### src/rtl/ibmw_pkg.sv
package ibmw_pkg;

    // Geometry of the pointer table and of an indirect block
    localparam int WORDS_PER_BLOCK = 512;
    localparam int DIRECT_SLOTS    = 7;
    localparam int SINGLE_SLOT     = DIRECT_SLOTS;
    localparam int DOUBLE_SLOT     = DIRECT_SLOTS + 1;
    localparam int TABLE_DEPTH     = DIRECT_SLOTS + 2;
    localparam int SLOT_BITS       = $clog2(TABLE_DEPTH);
    localparam int WORD_BITS       = $clog2(WORDS_PER_BLOCK);

    // Field widths
    localparam int ZONE_W   = 16;
    localparam int BLOCK_W  = 32;
    localparam int OP_W     = 2;
    localparam int SLOTF_W  = 4;
    localparam int STATUS_W = 3;
    localparam int CFG_IDX_W = 1;

    // Region limits on the logical block
    localparam logic [BLOCK_W-1:0] LB_DIRECT_END = BLOCK_W'(DIRECT_SLOTS);
    localparam logic [BLOCK_W-1:0] LB_DOUBLE_BASE = BLOCK_W'(DIRECT_SLOTS + WORDS_PER_BLOCK);
    localparam logic [BLOCK_W-1:0] LB_WORDS = BLOCK_W'(WORDS_PER_BLOCK);
    localparam logic [BLOCK_W-1:0] LB_WORDS_SQ = BLOCK_W'(WORDS_PER_BLOCK * WORDS_PER_BLOCK);

    // Operation codes
    localparam logic [OP_W-1:0] OP_LOAD = 2'd0;
    localparam logic [OP_W-1:0] OP_MAP  = 2'd1;
    localparam logic [OP_W-1:0] OP_RESP = 2'd2;

    // Result status codes
    localparam logic [STATUS_W-1:0] ST_MAPPED   = 3'd0;
    localparam logic [STATUS_W-1:0] ST_HOLE     = 3'd1;
    localparam logic [STATUS_W-1:0] ST_BOUNDS   = 3'd2;
    localparam logic [STATUS_W-1:0] ST_READFAIL = 3'd3;
    localparam logic [STATUS_W-1:0] ST_RANGE    = 3'd4;

    // Result kinds
    localparam logic KIND_REQUEST = 1'b0;
    localparam logic KIND_FINAL   = 1'b1;

    // Configuration register indexes
    localparam logic [CFG_IDX_W-1:0] CFG_FIRST_DATA_ZONE = 1'd0;
    localparam logic [CFG_IDX_W-1:0] CFG_ZONE_COUNT      = 1'd1;

    typedef enum logic {
        CS_IDLE,
        CS_EXEC
    } ctrl_state_t;

    typedef enum logic [1:0] {
        PH_IDLE,
        PH_SINGLE,
        PH_DBL1,
        PH_DBL2
    } phase_t;

    typedef enum logic [1:0] {
        RG_DIRECT,
        RG_SINGLE,
        RG_DOUBLE,
        RG_BEYOND
    } region_t;

    typedef enum logic [1:0] {
        WS_SINGLE,
        WS_DOUBLE,
        WS_SECOND
    } word_sel_t;

    // Controller to datapath
    typedef struct packed {
        logic                capture;
        logic                load_slot;
        logic                save_index;
        logic                emit;
        logic                emit_kind;
        logic [STATUS_W-1:0] final_status;
        word_sel_t           word_sel;
        phase_t              phase;
    } cmd_t;

    // Datapath to controller
    typedef struct packed {
        logic [OP_W-1:0] op;
        region_t         region;
        logic            ptr_zero;
        logic            ptr_bad;
        logic            read_ok;
    } stat_t;

endpackage

### src/rtl/ibmw_datapath.sv
module ibmw_datapath (
    input  logic                                clk,
    input  logic                                rst_n,
    input  ibmw_pkg::cmd_t                      cmd,
    output ibmw_pkg::stat_t                     stat,
    input  logic                                reg_write,
    input  logic [ibmw_pkg::CFG_IDX_W-1:0]      reg_index,
    input  logic [ibmw_pkg::ZONE_W-1:0]         reg_data,
    input  logic [ibmw_pkg::OP_W-1:0]           operation,
    input  logic [ibmw_pkg::SLOTF_W-1:0]        slot,
    input  logic [ibmw_pkg::ZONE_W-1:0]         slot_zone,
    input  logic [ibmw_pkg::BLOCK_W-1:0]        logical_block,
    input  logic [ibmw_pkg::ZONE_W-1:0]         read_word,
    input  logic                                read_ok,
    output logic                                done,
    output logic                                kind,
    output logic [ibmw_pkg::ZONE_W-1:0]         request_zone,
    output logic [ibmw_pkg::WORD_BITS-1:0]      request_word,
    output logic [ibmw_pkg::ZONE_W-1:0]         mapped_zone,
    output logic [ibmw_pkg::STATUS_W-1:0]       status
);

    logic [ibmw_pkg::ZONE_W-1:0]    first_data_zone_reg;
    logic [ibmw_pkg::ZONE_W-1:0]    zone_count_reg;
    logic [ibmw_pkg::ZONE_W-1:0]    pointer_table [ibmw_pkg::TABLE_DEPTH];
    logic [ibmw_pkg::WORD_BITS-1:0] second_index_reg;

    logic [ibmw_pkg::OP_W-1:0]      op_reg;
    logic [ibmw_pkg::SLOTF_W-1:0]   slot_reg;
    logic [ibmw_pkg::ZONE_W-1:0]    slot_zone_reg;
    logic [ibmw_pkg::BLOCK_W-1:0]   lblock_reg;
    logic [ibmw_pkg::ZONE_W-1:0]    read_word_reg;
    logic                           read_ok_reg;

    logic                           done_reg;
    logic                           kind_reg;
    logic [ibmw_pkg::ZONE_W-1:0]    request_zone_reg;
    logic [ibmw_pkg::WORD_BITS-1:0] request_word_reg;
    logic [ibmw_pkg::ZONE_W-1:0]    mapped_zone_reg;
    logic [ibmw_pkg::STATUS_W-1:0]  status_reg;

    logic [ibmw_pkg::BLOCK_W-1:0]   b_single;
    logic [ibmw_pkg::BLOCK_W-1:0]   b_double;
    ibmw_pkg::region_t              region;
    logic [ibmw_pkg::SLOT_BITS-1:0] table_idx;
    logic [ibmw_pkg::ZONE_W-1:0]    ptr;
    logic [ibmw_pkg::WORD_BITS-1:0] word_pick;

    // Configuration registers
    always_ff @(posedge clk or negedge rst_n)
    begin
        if (!rst_n)
        begin
            first_data_zone_reg <= '0;
            zone_count_reg      <= '0;
        end
        else if (reg_write)
        begin
            case (reg_index)
                ibmw_pkg::CFG_FIRST_DATA_ZONE: first_data_zone_reg <= reg_data;
                ibmw_pkg::CFG_ZONE_COUNT:      zone_count_reg      <= reg_data;
                default: ;
            endcase
        end
    end

    // Hold the accepted request
    always_ff @(posedge clk)
    begin
        if (cmd.capture)
        begin
            op_reg        <= operation;
            slot_reg      <= slot;
            slot_zone_reg <= slot_zone;
            lblock_reg    <= logical_block;
            read_word_reg <= read_word;
            read_ok_reg   <= read_ok;
        end
    end

    // Load a pointer slot; loads beyond the table are dropped
    always_ff @(posedge clk)
    begin
        if (cmd.load_slot && (slot_reg < ibmw_pkg::SLOTF_W'(ibmw_pkg::TABLE_DEPTH)))
        begin
            pointer_table[slot_reg[ibmw_pkg::SLOT_BITS-1:0]] <= slot_zone_reg;
        end
    end

    // Classify the logical block
    assign b_single = lblock_reg - ibmw_pkg::LB_DIRECT_END;
    assign b_double = lblock_reg - ibmw_pkg::LB_DOUBLE_BASE;

    always_comb
    begin
        if (lblock_reg < ibmw_pkg::LB_DIRECT_END)
            region = ibmw_pkg::RG_DIRECT;
        else if (b_single < ibmw_pkg::LB_WORDS)
            region = ibmw_pkg::RG_SINGLE;
        else if (b_double < ibmw_pkg::LB_WORDS_SQ)
            region = ibmw_pkg::RG_DOUBLE;
        else
            region = ibmw_pkg::RG_BEYOND;
    end

    // Pick the table slot and the pointer under test
    always_comb
    begin
        case (region)
            ibmw_pkg::RG_DIRECT: table_idx = lblock_reg[ibmw_pkg::SLOT_BITS-1:0];
            ibmw_pkg::RG_SINGLE: table_idx = ibmw_pkg::SLOT_BITS'(ibmw_pkg::SINGLE_SLOT);
            default:             table_idx = ibmw_pkg::SLOT_BITS'(ibmw_pkg::DOUBLE_SLOT);
        endcase
        if (cmd.phase == ibmw_pkg::PH_IDLE)
            ptr = pointer_table[table_idx];
        else
            ptr = read_word_reg;
    end

    // Report to the controller
    always_comb
    begin
        stat.op       = op_reg;
        stat.region   = region;
        stat.ptr_zero = (ptr == '0);
        stat.ptr_bad  = (ptr < first_data_zone_reg) || (ptr >= zone_count_reg);
        stat.read_ok  = read_ok_reg;
    end

    // Word index for a read request
    always_comb
    begin
        case (cmd.word_sel)
            ibmw_pkg::WS_SINGLE: word_pick = b_single[ibmw_pkg::WORD_BITS-1:0];
            ibmw_pkg::WS_DOUBLE:
                word_pick = b_double[2*ibmw_pkg::WORD_BITS-1:ibmw_pkg::WORD_BITS];
            default:             word_pick = second_index_reg;
        endcase
    end

    // Keep the second-level index for the last read
    always_ff @(posedge clk or negedge rst_n)
    begin
        if (!rst_n)
            second_index_reg <= '0;
        else if (cmd.save_index)
            second_index_reg <= b_double[ibmw_pkg::WORD_BITS-1:0];
    end

    // Result strobe
    always_ff @(posedge clk or negedge rst_n)
    begin
        if (!rst_n)
            done_reg <= 1'b0;
        else
            done_reg <= cmd.emit;
    end

    // Result payload
    always_ff @(posedge clk)
    begin
        if (cmd.emit)
        begin
            kind_reg <= cmd.emit_kind;
            if (cmd.emit_kind == ibmw_pkg::KIND_REQUEST)
            begin
                request_zone_reg <= ptr;
                request_word_reg <= word_pick;
                mapped_zone_reg  <= '0;
                status_reg       <= ibmw_pkg::ST_MAPPED;
            end
            else
            begin
                request_zone_reg <= '0;
                request_word_reg <= '0;
                mapped_zone_reg  <= (cmd.final_status == ibmw_pkg::ST_MAPPED) ? ptr : '0;
                status_reg       <= cmd.final_status;
            end
        end
    end

    assign done         = done_reg;
    assign kind         = kind_reg;
    assign request_zone = request_zone_reg;
    assign request_word = request_word_reg;
    assign mapped_zone  = mapped_zone_reg;
    assign status       = status_reg;

endmodule

### src/rtl/ibmw_ctrl.sv
module ibmw_ctrl (
    input  logic            clk,
    input  logic            rst_n,
    input  logic            start,
    output logic            busy,
    input  ibmw_pkg::stat_t stat,
    output ibmw_pkg::cmd_t  cmd
);

    ibmw_pkg::ctrl_state_t state_reg;
    ibmw_pkg::ctrl_state_t state_next;
    ibmw_pkg::phase_t      phase_reg;
    ibmw_pkg::phase_t      phase_next;

    // State registers
    always_ff @(posedge clk or negedge rst_n)
    begin
        if (!rst_n)
        begin
            state_reg <= ibmw_pkg::CS_IDLE;
            phase_reg <= ibmw_pkg::PH_IDLE;
        end
        else
        begin
            state_reg <= state_next;
            phase_reg <= phase_next;
        end
    end

    // Next state and commands
    always_comb
    begin
        state_next       = state_reg;
        phase_next       = phase_reg;
        cmd.capture      = 1'b0;
        cmd.load_slot    = 1'b0;
        cmd.save_index   = 1'b0;
        cmd.emit         = 1'b0;
        cmd.emit_kind    = ibmw_pkg::KIND_FINAL;
        cmd.final_status = ibmw_pkg::ST_MAPPED;
        cmd.word_sel     = ibmw_pkg::WS_SECOND;
        cmd.phase        = phase_reg;
        busy             = (state_reg == ibmw_pkg::CS_EXEC);

        case (state_reg)
            ibmw_pkg::CS_IDLE:
            begin
                if (start)
                begin
                    cmd.capture = 1'b1;
                    state_next  = ibmw_pkg::CS_EXEC;
                end
            end

            ibmw_pkg::CS_EXEC:
            begin
                state_next = ibmw_pkg::CS_IDLE;
                case (stat.op)
                    ibmw_pkg::OP_LOAD:
                    begin
                        cmd.load_slot = 1'b1;
                    end

                    // Start a walk; ignored while one is pending
                    ibmw_pkg::OP_MAP:
                    begin
                        if (phase_reg == ibmw_pkg::PH_IDLE)
                        begin
                            cmd.emit = 1'b1;
                            if (stat.region == ibmw_pkg::RG_BEYOND)
                                cmd.final_status = ibmw_pkg::ST_RANGE;
                            else if (stat.ptr_zero)
                                cmd.final_status = ibmw_pkg::ST_HOLE;
                            else if (stat.ptr_bad)
                                cmd.final_status = ibmw_pkg::ST_BOUNDS;
                            else if (stat.region == ibmw_pkg::RG_SINGLE)
                            begin
                                cmd.emit_kind = ibmw_pkg::KIND_REQUEST;
                                cmd.word_sel  = ibmw_pkg::WS_SINGLE;
                                phase_next    = ibmw_pkg::PH_SINGLE;
                            end
                            else if (stat.region == ibmw_pkg::RG_DOUBLE)
                            begin
                                cmd.emit_kind  = ibmw_pkg::KIND_REQUEST;
                                cmd.word_sel   = ibmw_pkg::WS_DOUBLE;
                                cmd.save_index = 1'b1;
                                phase_next     = ibmw_pkg::PH_DBL1;
                            end
                        end
                    end

                    // Take a read response; stray responses are dropped
                    ibmw_pkg::OP_RESP:
                    begin
                        if (phase_reg != ibmw_pkg::PH_IDLE)
                        begin
                            cmd.emit   = 1'b1;
                            phase_next = ibmw_pkg::PH_IDLE;
                            if (!stat.read_ok)
                                cmd.final_status = ibmw_pkg::ST_READFAIL;
                            else if (stat.ptr_zero)
                                cmd.final_status = ibmw_pkg::ST_HOLE;
                            else if (stat.ptr_bad)
                                cmd.final_status = ibmw_pkg::ST_BOUNDS;
                            else if (phase_reg == ibmw_pkg::PH_DBL1)
                            begin
                                cmd.emit_kind = ibmw_pkg::KIND_REQUEST;
                                cmd.word_sel  = ibmw_pkg::WS_SECOND;
                                phase_next    = ibmw_pkg::PH_DBL2;
                            end
                        end
                    end

                    default: ;
                endcase
            end

            default:
            begin
                state_next = ibmw_pkg::CS_IDLE;
            end
        endcase
    end

endmodule

### src/rtl/inode_block_map_walker.sv
// A request is captured when start is taken while idle, then executed in the execute state
// of the controller; its result, if any, is registered onto the outputs with done high.
// No new request is taken while busy is high during execution; start is taken again
// while the previous result is shown.
// Reset (rst_n low, asynchronous): controller idle, no walk pending, config zero;
// the pointer table holds nothing until loaded. The receiver cannot stall results.
module inode_block_map_walker (
    input  logic                                clk,
    input  logic                                rst_n,
    input  logic                                start,
    output logic                                busy,
    input  logic                                reg_write,
    input  logic [ibmw_pkg::CFG_IDX_W-1:0]      reg_index,
    input  logic [ibmw_pkg::ZONE_W-1:0]         reg_data,
    input  logic [ibmw_pkg::OP_W-1:0]           operation,
    input  logic [ibmw_pkg::SLOTF_W-1:0]        slot,
    input  logic [ibmw_pkg::ZONE_W-1:0]         slot_zone,
    input  logic [ibmw_pkg::BLOCK_W-1:0]        logical_block,
    input  logic [ibmw_pkg::ZONE_W-1:0]         read_word,
    input  logic                                read_ok,
    output logic                                done,
    output logic                                kind,
    output logic [ibmw_pkg::ZONE_W-1:0]         request_zone,
    output logic [ibmw_pkg::WORD_BITS-1:0]      request_word,
    output logic [ibmw_pkg::ZONE_W-1:0]         mapped_zone,
    output logic [ibmw_pkg::STATUS_W-1:0]       status
);

    ibmw_pkg::cmd_t  cmd;
    ibmw_pkg::stat_t stat;

    ibmw_ctrl u_ctrl (
        .clk   (clk),
        .rst_n (rst_n),
        .start (start),
        .busy  (busy),
        .stat  (stat),
        .cmd   (cmd)
    );

    ibmw_datapath u_datapath (
        .clk           (clk),
        .rst_n         (rst_n),
        .cmd           (cmd),
        .stat          (stat),
        .reg_write     (reg_write),
        .reg_index     (reg_index),
        .reg_data      (reg_data),
        .operation     (operation),
        .slot          (slot),
        .slot_zone     (slot_zone),
        .logical_block (logical_block),
        .read_word     (read_word),
        .read_ok       (read_ok),
        .done          (done),
        .kind          (kind),
        .request_zone  (request_zone),
        .request_word  (request_word),
        .mapped_zone   (mapped_zone),
        .status        (status)
    );

endmodule
### config.mk
export PLATFORM = sky130hd
export DESIGN_NAME = inode_block_map_walker
export DESIGN_NICKNAME = d
export VERILOG_FILES = /design/src/rtl/ibmw_pkg.sv /design/src/rtl/ibmw_datapath.sv /design/src/rtl/ibmw_ctrl.sv /design/src/rtl/inode_block_map_walker.sv
export SDC_FILE = /design/constraint.sdc
export NUM_CORES = 1
export LEC_CHECK = 0
export BUFFER_PORTS_ARGS = -buffer_cell sky130_fd_sc_hd__buf_4
export CAP_MARGIN = 30
export CORE_AREA = 4 4 220 222
export DETAILED_ROUTE_END_ITERATION = 16
export DIE_AREA = 0 0 224 226
export GPL_TIMING_DRIVEN = 0
export PLACE_DENSITY = 0.45
export SYNTH_ARGS = -nofsm -noshare
export SYNTH_HDL_FRONTEND = slang
export SYNTH_HIERARCHICAL = 1
export SYNTH_SLANG_ARGS = --single-unit
### constraint.sdc
create_clock -name clk -period 8 [get_ports clk]
set_clock_uncertainty 0.1 [all_clocks]
set_input_delay 1.2 -clock clk [delete_from_list [all_inputs] [get_ports clk]]
set_output_delay 1.2 -clock clk [all_outputs]
set_load 0.05 [all_outputs]
After elaboration in Yosys (flattened, before gate mapping)
Memories as Yosys holds them, arrays and structs flattened.
Cells that the tools add are included.
{ "word_totals": {"elab_cells": 107, "in_bits": 92, "mem_count": 1, "reg_bits": 161, "ram_bits": 144} }
{ "classes": {"n_lt_le_gt_ge": 6, "n_mux": 52, "bitwise_logic": 2, "add_sub_neg": 2, "n_eq_ne": 13, "reduce_logical": 14} }
{ "memory_table": {"columns": ["memory", "words", "word_bits", "read_ports", "rd_ports_with_merged_regs", "write_ports", "line_no", "source"], "rows": [
  ["u_datapath.pointer_table", 9, 16, 1, 0, 1, "ibmw_datapath.sv:25", "logic [ibmw_pkg::ZONE_W-1:0] pointer_table [ibmw_pkg::TABLE_DEPTH];"]
]} }
{ "ops": {"columns": ["cell", "count"], "rows": [
  ["$mux 2", 19],
  ["$lt 32x10->1 const B", 1],
  ["$lt 32x19->1 const B", 1],
  ["$lt 32x3->1 const B", 1],
  ["$sub 32x10->32 const B", 1],
  ["$sub 32x3->32 const B", 1],
  ["$mux 1", 21],
  ["$pmux 9 s2", 1],
  ["$ge 16x16->1", 1],
  ["$logic_not 16->1", 1],
  ["$lt 16x16->1", 1],
  ["$mux 16", 1],
  ["$pmux 7 s2", 1],
  ["$mux 3", 3],
  ["$mux 9", 1],
  ["$eq 2x2->1 const B", 4],
  ["$logic_not 2->1", 4],
  ["$mux 8", 1],
  ["$pmux 4 s2", 1],
  ["$reduce_and 8->1", 1],
  ["$mux 7", 1],
  ["$eq 2x1->1 const B", 3],
  ["$ne 2x2->1 const B", 3],
  ["$reduce_and 2->1", 3],
  ["other kinds (10)", 13]
]} }

Longest topological paths before layout
An unclocked memory read counts as a cell.
{ "logic_depth": {"depth_word": 20, "ltp_mapped": 32} }

Modules after synthesis
Netlist, hierarchy kept.
{ "by_module_without_submodules": {"columns": ["mod", "cells_per_inst", "instances", "area_each_um2"], "rows": [
  ["ibmw_datapath", 987, 1, 13371.6],
  ["ibmw_ctrl", 51, 1, 414.1]
]} }

Least setup slack after synthesis
OpenSTA, ideal clock, no wires.
{ "synth_path": {"path_type": "register -> register", "startpoint": "reg u_datapath/lblock_reg[0] (netlist name)", "endpoint": "reg u_datapath.mapped_zone_reg (netlist bit u_datapath/mapped_zone[6]), data pin", "path_slack_ns": 1.239, "setup_ns": 0.279, "synth_period_minus_slack_ns": 6.761, "arrival_time_ns": 6.382, "path_buffers": 2, "required_ns": 7.621, "stages_incl_launch_ff": 29, "path_cell_list": "edfxtp_1 -> ha_1 -> a2111o_1 -> nor4_1 -> xnor2_1 -> nand3_1 -> nor4_2 -> nand2_1 -> o221a_1 -> a221oi_1 -> inv_1 -> ha_1 -> a21o_1 -> a21o_1 -> a21oi_1 -> nor2b_1 -> o21ai_0 -> nand2b_1 -> a21oi_1 -> and3_1 -> a221o_1 -> a311o_1 -> nor4_2 -> nand2_1 -> a221o_1 -> or4b_2 -> buf_1 -> clkbuf_1 -> nor2_1"} }
{ "synth_rtl": {"columns": ["item", "line_no", "source"], "rows": [
  ["start: declaration", "ibmw_datapath.sv:31", "logic [ibmw_pkg::BLOCK_W-1:0] lblock_reg;"],
  ["start signal: assignment", "ibmw_datapath.sv:75", "lblock_reg <= logical_block;"],
  ["end signal: assignment", "ibmw_datapath.sv:176", "mapped_zone_reg <= (cmd.final_status == ibmw_pkg::ST_MAPPED) ? ptr : '0;"],
  ["end: declaration", "ibmw_datapath.sv:39", "logic [ibmw_pkg::ZONE_W-1:0] mapped_zone_reg;"]
]} }

==> results.ini <==
[worst_setup_path]
timing.rr.start = u_datapath/lblock_reg[0]$_DFFE_PP_
critical_path.top_delay_family = compound AO/OA/AOI/OAI gates
path_max_fanout = 10
cp.arrival_ps = 7750
worst_path_most_repeated_cell = a21o_1
critPathBufInv = 5
cpPeakStageDelay_ps = 530
cp-start-kind = flip-flop
crit_cells = 30
crit_type = flip-flop to flip-flop
regToRegSetupSlack_ps = 420
rr_endpoint = u_datapath/request_word[0]$_SDFFCE_PP0P_
slowest_stage = edfxtp_1
cp_data_required_time_ps = 8170
reg2reg_depth = 30
end_kind = flip-flop

[min_path]
worstHoldPathCells = 1
min_path_type = flip-flop to flip-flop
worstHoldEndpoint = u_datapath/zone_count_reg[7]$_DFFE_PN0P_
hp-start = u_datapath/zone_count_reg[7]$_DFFE_PN0P_

[finish]
utilization_pct = 37.1
syn2layout_area_growth_pct = 24.8
largest_reg_flops = 144
diodes = 0
finalNetCount = 1370
final_cells = 1874
drive_above_1_share_pct = 25.9

[floorplanning]
initial_core_util_pct = 29.7
num_io_pins = 139
die_x_um = 224
dieHeight_um = 226
dieArea_um2 = 50600
num_rows = 79
coreArea_um2 = 46400

[timing]
timing.fmax_mhz = 132
hold_viol = 0
period_share_pct = 94.7
relSlewSlack_pct = 41.4
rsz0062_at_grt = no
setup_viol = 0
holdWs_ps = 406
worstMarginPinSlew_ps = 870
slew_viol_final = 0
period_minus_slack_ps = 7580

[global_routing]
grt_pass1_vias = 9272
grt_max_degree = 56
grt_pass1_wl_um = 61000
grtUsageTotal_pct = 16.1
grt_remaining_overflow = 0
antenna_found_initial = 0

[placed_design]
routabilityCongestion = 0.790
dp.final_hpwl_um = 29900
post-place-cells = 1803
io_buffers = 138

[clock_tree]
cts_hold_buf = 0
cts_root_buf = clkbuf_16
cts_htree_levels = 2
cts.sinks = 305
path_clk_slew_ps = 60
cts_tree = done
cts_buffers = 37
cts_buffer_depth = 3
worstSkewPairLatency_ps = 550

[synthesis]
synth_seq_cells = 305
yosysWarnings = 6
synth_edf_count = 260
syn-cell-area_um2 = 13800
ys_seq_area_share_pct = 64.8
yosys.cell_types.count = 90
synth_area_leader_cell = edfxtp_1
ys_async_sr_fraction_pct = 14.8
synthCells = 1038
avgSynthCellArea_um2 = 13.3
yosys-top-cells-area = edfxtp_1 57%, dfrtp_1 8.2%, ha_1 3.4%
ys.flop_type = edfxtp_1
synth_nets = 1168
synth_top_area_share_pct = 56.6

[pwr]
irDropWorstVdd_mv = 0.114
finalPower_uw = 3720
leakagePower_uw = 0.00633
powerDensity_nw_per_um2 = 216

[route]
antenna_left = 0
drc = 0
drt_iter0_drc = 703
wl_um = 41200
wl_per_cell_um = 22.0
via_per_inst = 4.92
vias = 9213
drtPass1Iterations = 5

[job]
maxCapViolations = 0

[status]
status = complete, no violations

==> logic make-up after synthesis <==
| family | after synthesis | synth area share, % |
|---|---|---|
| DFF | 305 | 64.8 |
| AOI/OAI and AO/OA | 201 | 9.83 |
| buffers and inverters | 106 | 3.46 |
| xor gates and xnor gates | 22 | 1.45 |
| muxes | 54 | 5.08 |
| adders and majority gates | 38 | 3.45 |
| and+or+nand+nor | 312 | 11.9 |
==> synthesized netlist by cell type (all sizes together), types with 13 or more instances <==
cell and count:
nand3 18, a21oi 58, nand2b 14, mux2i 16
o21ai 47, nor2b 14, nor4 16, ha 38
edfxtp 260, inv 60, nand2 80, mux2 28
xor2 13, clkbuf 29, nor3 19, dfrtp 45
nor2 88, a31oi 13, buf 17
==> placed cells by master (no fill, tap or decap), types with 16 or more instances in the layout <==
cell type / count
edfxtp_1: 260
buf_4: 151
nor2_1: 81
nand2_1: 78
inv_1: 57
a21oi_1: 56
dfrtp_1: 45
o21ai_0: 44
ha_1: 38
clkbuf_16: 37
clkbuf_1: 30
mux2_2: 28
nand3_1: 18
mux2i_1: 16
==> area by class of cell <==
cell class / count / area (um^2)
Buffer: 44 / 265
Clock buffer: 48 / 967
Clock inverter: 18 / 198
Fill cell: 4511 / 29200
Inverter: 60 / 225
Multi-Input combinational cell: 627 / 4490
Sequential cell: 305 / 8930
Tap cell: 607 / 759
Timing Repair Buffer: 165 / 1360
==> per-layer routing <==
layer  GRT usage, %  up-vias  part of all wire (%)
met4           4.39        0                   2.0
met1           22.7     4585                    46
li1               -     4307                     -
met3           2.69       53                   5.2
met5              0        -                     0
met2           26.0      268                    47
==> worst max path at each step <==
stage	from	to	slack, ps
detailed placement	u_datapath/lblock_reg[0]$_DFFE_PP_	u_datapath/mapped_zone[7]$_SDFFCE_PN0P_	-1150
global route	u_datapath/lblock_reg[0]$_DFFE_PP_	u_datapath/request_word[0]$_SDFFCE_PP0P_	40
global placement	u_datapath/lblock_reg[0]$_DFFE_PP_	u_datapath/mapped_zone[7]$_SDFFCE_PN0P_	-1170
floorplan	u_datapath/lblock_reg[0]$_DFFE_PP_	u_datapath/mapped_zone[6]$_SDFFCE_PN0P_	1240
CTS	u_datapath/lblock_reg[0]$_DFFE_PP_	u_datapath/request_word[0]$_SDFFCE_PP0P_	160
finish	u_datapath/lblock_reg[0]$_DFFE_PP_	u_datapath/request_word[0]$_SDFFCE_PP0P_	420
==> per-stage QoR <==
step	TNS, ps	instance area [um^2]	setup WS (ps)
detailed placement	-32310	15900	-1150
floorplan	0	13800	1240
global placement	-35750	15600	-1170
global route	0	17200	36.1
CTS	0	17100	158
finish	0	17200	423
==> worst register-to-register path: cells and delay by family (launching register included) <==
family                     cells  cell delay (ps)
adders and majority gates      2              620
AOI/OAI and AO/OA             16             3620
buffers and inverters          5              960
DFF                            1              530
and+or+nand+nor                7             1490
==> power by group <==
part / internal (uW) / total (uW) / switching, uW / leakage (uW)
clock network: 957 / 1630 / 668 / 0.000565
registers: 1780 / 1830 / 40.9 / 0.00293
logic: 112 / 267 / 155 / 0.00283
==> repair_timing <==
action | in CTS | in global routing
pin swaps | 1 | 2
gates cloned | 0 | 0
setup endpoints to repair | 50 | 42
resized for setup | 11 | 15
setup buffers | 2 | 5
Power figures use the tool's default switching activity.
